==> config.mk <==
export PLATFORM = sky130hd
export DESIGN_NAME = varint_length_record_deframer
export DESIGN_NICKNAME = d
export VERILOG_FILES = /design/src/sv/vlrd_pkg.sv /design/src/sv/varint_length_record_deframer.sv
export VERILOG_INCLUDE_DIRS = /design/src /design/src/sv
export SDC_FILE = /design/constraint.sdc
export NUM_CORES = 1
export LEC_CHECK = 0
export BUFFER_PORTS_ARGS = -buffer_cell sky130_fd_sc_hd__buf_2
export CAP_MARGIN = 30
export CORE_MARGIN = 1.5
export CORE_UTILIZATION = 56
export DETAILED_ROUTE_END_ITERATION = 6
export PLACE_DENSITY = 0.81
export SYNTH_ARGS = -nofsm -noshare
export SYNTH_HDL_FRONTEND = slang
export SYNTH_SLANG_ARGS = --single-unit
==> constraint.sdc <==
create_clock -name clk_i -period 10.1 [get_ports clk_i]
set_input_delay 1.515 -clock clk_i [delete_from_list [all_inputs] [get_ports clk_i]]
set_output_delay 1.515 -clock clk_i [all_outputs]
set_load 0.05 [all_outputs]
==> src/sv/varint_length_record_deframer_macros.svh <==
// assertion macros shared by the deframer rtl
`ifndef VARINT_LENGTH_RECORD_DEFRAMER_MACROS_SVH
`define VARINT_LENGTH_RECORD_DEFRAMER_MACROS_SVH

// check a property on every clock edge outside reset
`define VLRD_ASSERT(label, prop, msg) \
  label: assert property (@(posedge clk_i) disable iff (!rst_ni) prop) else $error(msg);

// check a property on every clock edge, reset included
`define VLRD_ASSERT_ALWAYS(label, prop, msg) \
  label: assert property (@(posedge clk_i) prop) else $error(msg);

`endif

==> src/sv/vlrd_pkg.sv <==
// shared types and constants of the varint length record deframer
package vlrd_pkg;

  // widths of the decoder state
  localparam int LEN_BITS   = 32;
  localparam int COUNT_BITS = 16;
  localparam int POS_BITS   = 32;
  localparam int SHIFT_BITS = 6;

  // varint group layout
  localparam logic [7:0] GROUP_MASK = 8'h7f;
  localparam logic [7:0] LAST_FLAG  = 8'h80;
  localparam int         GROUP_BITS = 7;

  // depth of the result queue
  localparam int QUEUE_DEPTH = 4;
  localparam int QPTR_BITS   = $clog2(QUEUE_DEPTH);
  localparam int QCNT_BITS   = $clog2(QUEUE_DEPTH + 1);

  // result kinds
  localparam logic KIND_RECORD = 1'b0;
  localparam logic KIND_STATUS = 1'b1;

  // end of buffer status codes
  typedef enum logic [2:0] {
    ST_CLEAN     = 3'd0,
    ST_TRUNC_HDR = 3'd1,
    ST_TRUNC_PAY = 3'd2,
    ST_LIMIT     = 3'd3,
    ST_OVERFLOW  = 3'd4
  } status_e;

  // one input item
  typedef struct packed {
    logic [7:0] data_byte;
    logic       has_byte;
    logic       end_of_buffer;
  } in_t;

  // one result item
  typedef struct packed {
    logic                  result_kind;
    logic [COUNT_BITS-1:0] record_index;
    logic [POS_BITS-1:0]   payload_offset;
    logic [LEN_BITS-1:0]   payload_length;
    logic [2:0]            end_status;
    logic [COUNT_BITS-1:0] records_found;
    logic                  last_result;
  } out_t;

endpackage

==> src/sv/varint_length_record_deframer.sv <==
// Varint length record deframer. Takes one buffer byte per item and one item per cycle
// while in_stall_o is low: an accepted item is held in the input register, then a single
// pass of logic updates the decoder state and writes zero, one or two results into a
// 4-entry result queue. Results leave at one per cycle while out_stall_i is low; an item
// that gives both a record descriptor and the end status fills two queue entries, so the
// sustained rate is one item per cycle unless the output side stalls or such items come
// in a row. Input stall rises while an item waits in the input register and the queue
// has fewer than two free entries. max_records is written through the config channel,
// which is always ready; it must only be written while the block is idle.
`include "varint_length_record_deframer_macros.svh"

module varint_length_record_deframer (
  input  logic                              clk_i,
  input  logic                              rst_ni,
  input  logic                              in_valid_i,
  output logic                              in_stall_o,
  input  vlrd_pkg::in_t                     in_data_i,
  output logic                              out_valid_o,
  input  logic                              out_stall_i,
  output vlrd_pkg::out_t                    out_data_o,
  input  logic                              cfg_valid_i,
  output logic                              cfg_ready_o,
  input  logic [vlrd_pkg::COUNT_BITS-1:0]   cfg_data_i
);

  typedef enum logic [1:0] {
    PH_IDLE,
    PH_HEAD,
    PH_PAY
  } phase_e;

  localparam int LB = vlrd_pkg::LEN_BITS;
  localparam int CB = vlrd_pkg::COUNT_BITS;
  localparam int PB = vlrd_pkg::POS_BITS;
  localparam int SB = vlrd_pkg::SHIFT_BITS;
  localparam int GB = vlrd_pkg::GROUP_BITS;
  localparam int QD = vlrd_pkg::QUEUE_DEPTH;
  localparam int QP = vlrd_pkg::QPTR_BITS;
  localparam int QC = vlrd_pkg::QCNT_BITS;

  // config register
  logic [CB-1:0] max_q;

  // input register
  logic          in_vld_q;
  vlrd_pkg::in_t in_q;

  // decoder state
  phase_e            phase_q, phase_d;
  logic [LB-1:0]     acc_q, acc_d;
  logic [SB-1:0]     shift_q, shift_d;
  logic [LB-1:0]     rem_q, rem_d;
  logic [CB-1:0]     rec_q, rec_d;
  logic [PB-1:0]     pos_q, pos_d;
  logic [PB-1:0]     pstart_q, pstart_d;
  vlrd_pkg::status_e halt_q, halt_d;

  // result queue
  vlrd_pkg::out_t qmem_q [QD];
  logic [QP-1:0]  wr_q, rd_q;
  logic [QC-1:0]  cnt_q;

  logic           advance, pop;
  logic [1:0]     nres;
  vlrd_pkg::out_t res0, res1;

  // combinational scratch
  logic [LB+GB-1:0]  grp_shifted;
  logic [LB-1:0]     acc_new;
  logic              grp_ovf;
  logic              emit;
  logic [CB-1:0]     emit_idx;
  logic [PB-1:0]     emit_off;
  logic [LB-1:0]     emit_len;
  logic [SB:0]       next_shift;
  logic [PB-1:0]     pos_inc;
  vlrd_pkg::status_e st;
  vlrd_pkg::out_t    desc, stat;

  assign cfg_ready_o = 1'b1;

  // the stage moves on only when at least two queue entries are free
  assign advance    = in_vld_q && (cnt_q <= QC'(QD - 2));
  assign in_stall_o = in_vld_q && !advance;
  assign pop        = out_valid_o && !out_stall_i;

  assign out_valid_o = (cnt_q != '0);
  assign out_data_o  = qmem_q[rd_q];

  // varint group placed at the current shift
  assign grp_shifted = (LB+GB)'(in_q.data_byte & vlrd_pkg::GROUP_MASK) << shift_q;
  assign acc_new     = acc_q | grp_shifted[LB-1:0];
  assign grp_ovf     = |grp_shifted[LB+GB-1:LB];
  assign next_shift  = {1'b0, shift_q} + (SB+1)'(GB);
  assign pos_inc     = pos_q + PB'(1);

  // decoder update for the item in the input register
  always_comb begin
    phase_d  = phase_q;
    acc_d    = acc_q;
    shift_d  = shift_q;
    rem_d    = rem_q;
    rec_d    = rec_q;
    pos_d    = pos_q;
    pstart_d = pstart_q;
    halt_d   = halt_q;
    emit     = 1'b0;
    emit_idx = rec_q;
    emit_off = pstart_q;
    emit_len = acc_q;
    st       = vlrd_pkg::ST_CLEAN;

    if (in_q.has_byte && (halt_q == vlrd_pkg::ST_CLEAN)) begin
      if (phase_q == PH_PAY) begin
        rem_d = rem_q - LB'(1);
        if (rem_q == LB'(1)) begin
          emit = 1'b1;
        end
      end else if ((phase_q == PH_IDLE) && (rec_q >= max_q)) begin
        halt_d = vlrd_pkg::ST_LIMIT;
      end else begin
        phase_d = PH_HEAD;
        if (grp_ovf) begin
          halt_d = vlrd_pkg::ST_OVERFLOW;
        end else begin
          acc_d = acc_new;
          if ((in_q.data_byte & vlrd_pkg::LAST_FLAG) != '0) begin
            pstart_d = pos_inc;
            if (acc_new == '0) begin
              emit     = 1'b1;
              emit_off = pos_inc;
              emit_len = '0;
            end else begin
              phase_d = PH_PAY;
              rem_d   = acc_new;
            end
          end else if (next_shift >= (SB+1)'(LB)) begin
            halt_d = vlrd_pkg::ST_OVERFLOW;
          end else begin
            shift_d = next_shift[SB-1:0];
          end
        end
      end
    end

    // record done: back to header idle
    if (emit) begin
      rec_d   = rec_q + CB'(1);
      phase_d = PH_IDLE;
      acc_d   = '0;
      shift_d = '0;
      rem_d   = '0;
    end

    if (in_q.has_byte) begin
      pos_d = pos_inc;
    end

    // end status from the updated state
    if (halt_d != vlrd_pkg::ST_CLEAN) begin
      st = halt_d;
    end else if (phase_d == PH_HEAD) begin
      st = vlrd_pkg::ST_TRUNC_HDR;
    end else if (phase_d == PH_PAY) begin
      st = vlrd_pkg::ST_TRUNC_PAY;
    end

    desc = '{result_kind: vlrd_pkg::KIND_RECORD, record_index: emit_idx,
             payload_offset: emit_off, payload_length: emit_len,
             end_status: vlrd_pkg::ST_CLEAN, records_found: '0,
             last_result: !in_q.end_of_buffer};
    stat = '{result_kind: vlrd_pkg::KIND_STATUS, record_index: '0,
             payload_offset: '0, payload_length: '0, end_status: st,
             records_found: rec_d, last_result: 1'b1};

    // buffer end: clear for the next buffer
    if (in_q.end_of_buffer) begin
      phase_d  = PH_IDLE;
      acc_d    = '0;
      shift_d  = '0;
      rem_d    = '0;
      rec_d    = '0;
      pos_d    = '0;
      pstart_d = '0;
      halt_d   = vlrd_pkg::ST_CLEAN;
    end

    // pack the results in order
    nres = 2'(emit) + 2'(in_q.end_of_buffer);
    res0 = emit ? desc : stat;
    res1 = stat;
  end

  // config register
  always_ff @(posedge clk_i or negedge rst_ni) begin
    if (!rst_ni) begin
      max_q <= '1;
    end else if (cfg_valid_i && cfg_ready_o) begin
      max_q <= cfg_data_i;
    end
  end

  // input register
  always_ff @(posedge clk_i or negedge rst_ni) begin
    if (!rst_ni) begin
      in_vld_q <= 1'b0;
    end else if (in_valid_i && !in_stall_o) begin
      in_vld_q <= 1'b1;
    end else if (advance) begin
      in_vld_q <= 1'b0;
    end
  end

  always_ff @(posedge clk_i) begin
    if (in_valid_i && !in_stall_o) begin
      in_q <= in_data_i;
    end
  end

  // decoder state
  always_ff @(posedge clk_i or negedge rst_ni) begin
    if (!rst_ni) begin
      phase_q  <= PH_IDLE;
      acc_q    <= '0;
      shift_q  <= '0;
      rem_q    <= '0;
      rec_q    <= '0;
      pos_q    <= '0;
      pstart_q <= '0;
      halt_q   <= vlrd_pkg::ST_CLEAN;
    end else if (advance) begin
      phase_q  <= phase_d;
      acc_q    <= acc_d;
      shift_q  <= shift_d;
      rem_q    <= rem_d;
      rec_q    <= rec_d;
      pos_q    <= pos_d;
      pstart_q <= pstart_d;
      halt_q   <= halt_d;
    end
  end

  // result queue pointers and fill count
  always_ff @(posedge clk_i or negedge rst_ni) begin
    if (!rst_ni) begin
      wr_q  <= '0;
      rd_q  <= '0;
      cnt_q <= '0;
    end else begin
      if (advance) begin
        wr_q <= wr_q + QP'(nres);
      end
      if (pop) begin
        rd_q <= rd_q + QP'(1);
      end
      cnt_q <= cnt_q + (advance ? QC'(nres) : QC'(0)) - QC'(pop);
    end
  end

  // result queue entries
  always_ff @(posedge clk_i) begin
    if (advance && (nres != 2'd0)) begin
      qmem_q[wr_q] <= res0;
    end
    if (advance && (nres == 2'd2)) begin
      qmem_q[wr_q + QP'(1)] <= res1;
    end
  end

  `VLRD_ASSERT(a_queue_bound, cnt_q <= QC'(QD), "result queue over its depth")
  `VLRD_ASSERT(a_pay_nonzero, (phase_q == PH_PAY) |-> (rem_q != '0), "payload phase with nothing left")
  `VLRD_ASSERT(a_idle_clear, (phase_q == PH_IDLE) |-> (acc_q == '0 && shift_q == '0), "idle header with stale length")
  `VLRD_ASSERT(a_eob_clears, (advance && in_q.end_of_buffer) |=> (rec_q == '0 && halt_q == vlrd_pkg::ST_CLEAN && pos_q == '0), "state not cleared at buffer end")
  `VLRD_ASSERT(a_shift_range, shift_q < SB'(LB), "group shift beyond length width")

endmodule
==> impl_metrics.yaml, run 1 <==
status:
  outcome: "complete, no violations"
detailed_routing:
  initialDrtViolationCount: 3058
  vias: 23983
  ant_nets: 0
  drc: 0
  drt-total-wl_mm: 83.1
  via_per_inst: 6.50
  wl_per_cell_um: 22.5
  firstDrtPassIters: 6
worst_setup_path:
  worstPathArrival_ns: 6.65
  path_buf_inv: 4
  critical_path_class: "reg2reg"
  worst-path-max-fanout: 44
  path_cells: "buf_4 > mux2i_1 > a2bb2oi_1 > nand2_1 > a221o_1 > a2111oi_2 > nand2_2 > o21a_1 > nand2b_4 > inv_1 > ha_1 > nand2_1 > nor3_1 > nor2_4 > buf_4 > inv_1"
  cp-start-kind: "register"
  critPathSlowestCell: "nor3_1"
  cp.required_ns: 10.35
  max_stage_delay_ns: 0.79
  crit_family: "simple AND/OR/NAND/NOR gates"
  crit_path_end_kind: "register"
global_routing:
  antenna_found_initial: 2
  grt_util_all_layers: 0.323
  overflow: 0
  grt_max_degree: 112
  grt_pass1_vias: 23657
  grt_pass1_wl_mm: 130
yosys:
  synth_top_flop_cell: "dfxtp_1"
  syn-num-nets: 3024
  syn_area_sq_mm: 0.0281
  async_flop_share: 0.302
  synth_enable_flop_cells: 86
  synth_largest_area_cell: "dfxtp_1"
  yosys-top-cells-area: "dfxtp_1, dfrtp_1, edfxtp_1, o21ai_0, mux4_2"
  synth_cell_type_count: 91
  ys_ff_latch: 593
  synth_top_area_share: 0.234
  yosysSeqAreaShare: 0.487
  netlist_instances: 2962
  yosysWarnings: 0
  postSynthAreaPerCell_sq_um: 9.47
final_layout:
  fin_nets: 3040
  layout_commonest_cell: "nand2_1"
  area_delta_synth_final_pct: 11.5
  diodes: 0
  layout.cells.most_common_list: "nand2_1, o21ai_0, dfxtp_1"
  instances_no_fill: 3692
  fin_area_sq_mm: 0.0313
  drive_gt1_frac: 0.156
die:
  core_sq_mm: 0.0492
  initial_core_util: 0.571
  die_w_um: 227
  die_h_um: 227
  io_pins: 135
  rows: 81
  die-area_sq_mm: 0.0514
clock_network:
  clock_latency_ns: 0.63
  ctsHtreeMaxLevel: 2
  cts_tree: "done"
  ctsLongestPathBuffers: 3
  cts.sinks: 593
  cts_setup_buffers: 0
  cts_buffers: 58
  clk_pin_slew_ns: 0.06
  cts-resized-gates: 0
  cts_hold_buf: 0
  cts-root-buf: "clkbuf_16"
pwr:
  p_total_uw: 7980
  p_leak_uw: 0.0122
  ir_drop_mv: 0.160
  pwr_density_cell_mw_per_mm2: 255
sta:
  slew_violations: 0
  fin_crit_ns: 6.40
  rsz0062_at_grt: "no"
  fmax_mhz: 156
  worstMarginPinSlew_ns: 1.05
  finalSetupTns_ns: 0
  fin_worst_skew_ns: 0.0284
  period_share: 0.634
  setup_ws_ns: 3.70
  report.final.setup_viol: 0
  hold_viol: 0
  max_slew_margin: 0.298
place:
  dpl_cell_area_sq_mm: 0.0292
  place.detailed.hpwl_mm: 53.9
  portBuffers: 133
  dp_cells: 3579
  pre_cts_slack_ns: 3.84
  gp_congestion: 0.936
worst_hold_path:
  min_path_type: "reg2reg"
run:
  drv_cap: 0
==> worst paths after layout <==
| check | endpoint | cells after the start | startpoint | slack (ns) |
|---|---|---|---|---|
| setup reg to reg | qmem_q[1][16] | 16 | shift_q[1] | 3.70 |
| min in group asynchronous | pstart_q[6] | 2 | rst_ni | 0.96 |
| hold / removal | qmem_q[3][31] | 2 | qmem_q[3][31] | 0.45 |
| max in group asynchronous | rd_q[0] | 3 | rst_ni | 7.55 |
| hold reg to reg | qmem_q[3][31] | 2 | qmem_q[3][31] | 0.45 |
| setup / recovery | qmem_q[1][16] | 16 | shift_q[1] | 3.70 |
==> flip-flops by register name, indices dropped and copies added (netlist names) <==
register  flops
acc_q        32
cnt_q         3
emit_idx     16
halt_q        3
in_q         10
in_vld_q      1
max_q        16
phase_q       2
pos_q        32
pstart_q     32
qmem_q      404
rd_q          2
rem_q        32
shift_q       6
wr_q          2
==> power by group <==
group	switching [uW]	internal (uW)
Combinational	1870	873
Sequential	308	2650
Clock	958	1320
==> worst reg2reg max path, delay by kind of cell (launching register included) <==
kind | cells | cell delay (ns)
buffers and inverters | 4 | 1.63
AO/OA/AOI/OAI | 4 | 1.52
flip-flops | 1 | 0.32
adder cells (fa/ha/maj) | 1 | 0.27
AND/OR/NAND/NOR | 6 | 1.87
multiplexers | 1 | 0.43
==> synth_stat cells (24+ instances only) <==
cell type / instances
a21oi_1: 89
clkbuf_1: 182
dfrtp_1: 163
dfxtp_1: 328
edfxtp_1: 86
ha_1: 30
inv_1: 47
mux2_2: 24
mux2i_1: 38
mux4_2: 105
nand2_1: 559
nand3_1: 46
nor2_1: 189
nor3_1: 59
o21ai_0: 480
o31ai_1: 53
==> routing by layer <==
| layer | wire [um] | vias up | track usage |
|---|---|---|---|
| li1 | - | 10657 | - |
| met1 | 32100 | 11746 | 0.414 |
| met2 | 40000 | 1343 | 0.531 |
| met3 | 7240 | 235 | 0.0564 |
| met4 | 3750 | 2 | 0.158 |
| met5 | 7 | - | 0 |
==> layout make-up <==
type                            count  area [sq um]
Inverter                           49           184
Fill cell                        3852         17900
Multi-Input combinational cell   2088         13300
Timing Repair Buffer              188          1270
Clock buffer                       88          1810
Sequential cell                   593         13700
Tap cell                          664           831
Clock inverter                     22           234
==> kinds of logic (layout without fill, tap and decap cells) <==
| family | count (synthesis) | in the layout | share of synthesized area |
|---|---|---|---|
| XOR/XNOR | 37 | 37 | 0.0116 |
| AND/OR/NAND/NOR | 1019 | 1019 | 0.159 |
| other | 1 | 1 | 0.000134 |
| AO/OA/AOI/OAI | 831 | 831 | 0.179 |
| buffers and inverters | 281 | 347 | 0.0417 |
| multiplexers | 169 | 169 | 0.109 |
| flip-flops | 593 | 593 | 0.487 |
| adder cells (fa/ha/maj) | 31 | 31 | 0.0141 |
==> stage by stage <==
stage	utilization	hold slack, ns
finish	0.637	0.449
global route	0.637	0.466
global placement	0.589	0.428
CTS	0.635	0.451
detailed placement	0.594	0.439
floorplan	-	0.420
Power figures use the tool's default switching activity.
==> run 2: changes to the inputs <==
==> constraint.sdc (replaced) <==
create_clock -name clk_i -period 6.22 [get_ports clk_i]
set_input_delay 0.933 -clock clk_i [delete_from_list [all_inputs] [get_ports clk_i]]
set_output_delay 0.933 -clock clk_i [all_outputs]
set_load 0.05 [all_outputs]
==> run 2 against run 1 <==
Net effect: clock skew shrank 0.0071 ns; critical path type unchanged; design area down 0.43%; sequential share of layout area is 0.19 points higher; maximum frequency is 8.8% higher; via count fell by 0.25%; combinational power is 62% higher; non-clock buffer count up 15; highest routed layer unchanged; cell count rose by 0.35%; critical path depth rose by 1; register-to-register slack got worse by 3.4 ns; global-route usage fell by 0.78 points.
==> impl_metrics.yaml, run 2 (synthesis results as in run 1) <==
detailed_routing:
  top_layer: "met5"
  wl_per_cell_um: 21.8
  via_per_inst: 6.46
  met3_length_mm: 7.32
  drt-total-wl_mm: 80.8
  vias: 23923
  firstDrtPassIters: 6
  ant_nets: 0
  wl_met2_mm: 38.1
  drc: 0
  initialDrtViolationCount: 2764
  wl_met1_mm: 31.6
worst_setup_path:
  crit_path_end_kind: "register"
  crit_end: "qmem_q[0][6]"
  reg2reg_slack_ns: 0.34
  worstPathArrival_ns: 6.28
  reg2reg_to: "qmem_q[0][6]"
  cp.required_ns: 6.61
  r2r-start: "shift_q[1]"
  critical_path_class: "reg2reg"
  worst-path-max-fanout: 30
  startpoint: "shift_q[1]"
  cp-start-kind: "register"
  reg2reg_depth: 17
status:
  outcome: "complete, no violations"
final_layout:
  fin_nets: 3055
  diodes: 0
  largest_reg_flops: 404
  top_register: "qmem_q"
  area_delta_synth_final_pct: 11.1
  fin_area_sq_mm: 0.0312
  utilization: 0.634
  multi_input_area_sq_mm: 0.0133
  layout.cells.most_common_list: "nand2_1, o21ai_0, dfxtp_1"
  layout_commonest_cell: "nand2_1"
  regArea_sq_mm: 0.0137
  fillCellCount: 3802
  drive_gt1_frac: 0.158
sta:
  hold_viol: 0
  max_slew_margin: 0.333
  fmax_mhz: 170
  fin_crit_ns: 5.88
  hold_slack_ns: 0.357
  report.final.setup_viol: 0
  finalSetupTns_ns: 0
  fin_worst_skew_ns: 0.0212
  slew_violations: 0
  worstMarginPinSlew_ns: 0.998
  period_share: 0.946
  rsz0062_at_grt: "no"
die:
  die_h_um: 227
  initial_core_util: 0.571
  die_w_um: 227
  core_sq_mm: 0.0492
  die-area_sq_mm: 0.0514
  rows: 81
  io_pins: 135
global_routing:
  grt_pass1_vias: 23669
  antenna_found_initial: 1
  grt_pass1_wl_mm: 128
  grt_util_all_layers: 0.315
  grt_max_degree: 75
  overflow: 0
worst_hold_path:
  min_path_type: "in2async"
clock_network:
  clock_latency_ns: 0.62
  cts.sinks: 593
  ctsLongestPathBuffers: 3
  ctsHtreeMaxLevel: 2
  cts_tree: "done"
  cts_buffers: 58
  clk_pin_slew_ns: 0.06
  cts-root-buf: "clkbuf_16"
place:
  portBuffers: 133
  dpl_cell_area_sq_mm: 0.0292
  place.detailed.hpwl_mm: 52.7
  gp_congestion: 0.973
pwr:
  pwr_density_cell_mw_per_mm2: 410
  ir_drop_mv: 0.277
  p_total_uw: 12800
  p_leak_uw: 0.0122
run:
  drv_cap: 0
run 2: cell count changes in the layout (fill, tap and decap cells not counted), moves of 3 or more:
cell / before / now
buf_16: 9 / 2
buf_4: 44 / 65
clkbuf_1: 11 / 14
clkbuf_16: 63 / 60
clkbuf_8: 15 / 11
clkinv_4: 3 / 0
run 2: how the worst min path moves through the flow:
stage / startpoint / end / depth (start not counted)
after floorplan: qmem_q[2][20] / qmem_q[2][20] / 2
after global placement: qmem_q[3][80] / qmem_q[3][80] / 2
after detailed placement: qmem_q[3][35] / qmem_q[3][35] / 2
after CTS: rst_ni / pos_q[6] / 1
after global routing: rst_ni / pos_q[6] / 1
final: rst_ni / pos_q[6] / 1
run 2: what timing repair did:
action,in CTS,in global routing
gates resized for setup,0,1
setup endpoints to repair,0,6
hold buffers,0,0
endpoints found under the hold margin,0,0
buffers inserted,0,0
run 2: critical path, cell delays in order, from the launching register on:
cell and delay, ns:
dfrtp_1 0.65, mux2i_1 0.52, o21ai_0 0.28, a221oi_1 0.68, nand4b_1 0.24, a2111oi_2 0.34, nand2_2 0.25, o21a_1 0.28
nand2b_4 0.16, inv_1 0.09, ha_1 0.28, nand2_1 0.20, nor2_1 0.57, nor2_4 0.33, a211oi_1 0.25, buf_4 0.24
o21ai_0 0.14, o31ai_1 0.14
run 2: metrics by stage:
step	std cells	setup slack, ns
floorplan	2962	1.06
global placement	3594	0.563
detailed placement	3596	0.372
CTS	3704	0.294
global route	3705	0.0441
finish	3705	0.338
run 2: layer usage:
metal / vias up / GRT usage
li1: 10688 / -
met1: 11621 / 0.407
met2: 1352 / 0.512
met3: 260 / 0.0534
met4: 2 / 0.160
met5: - / 0
run 2: area by class of cell:
| type | instances | area share |
|---|---|---|
| clock inverter | 24 | 0.00691 |
| sequential | 593 | 0.438 |
| clock buffer | 84 | 0.0543 |
| tap | 664 | 0.0267 |
| inverter | 49 | 0.00590 |
| multi-input combinational | 2088 | 0.427 |
| timing repair buffer | 203 | 0.0408 |
run 2: report_power, final:
group / switching [uW] / internal, uW / leakage [uW] / total [uW]
clock network: 1510 / 2010 / 0.000946 / 3520
logic: 3000 / 1430 / 0.00537 / 4430
registers: 519 / 4300 / 0.00585 / 4820
total: 5020 / 7750 / 0.0122 / 12800
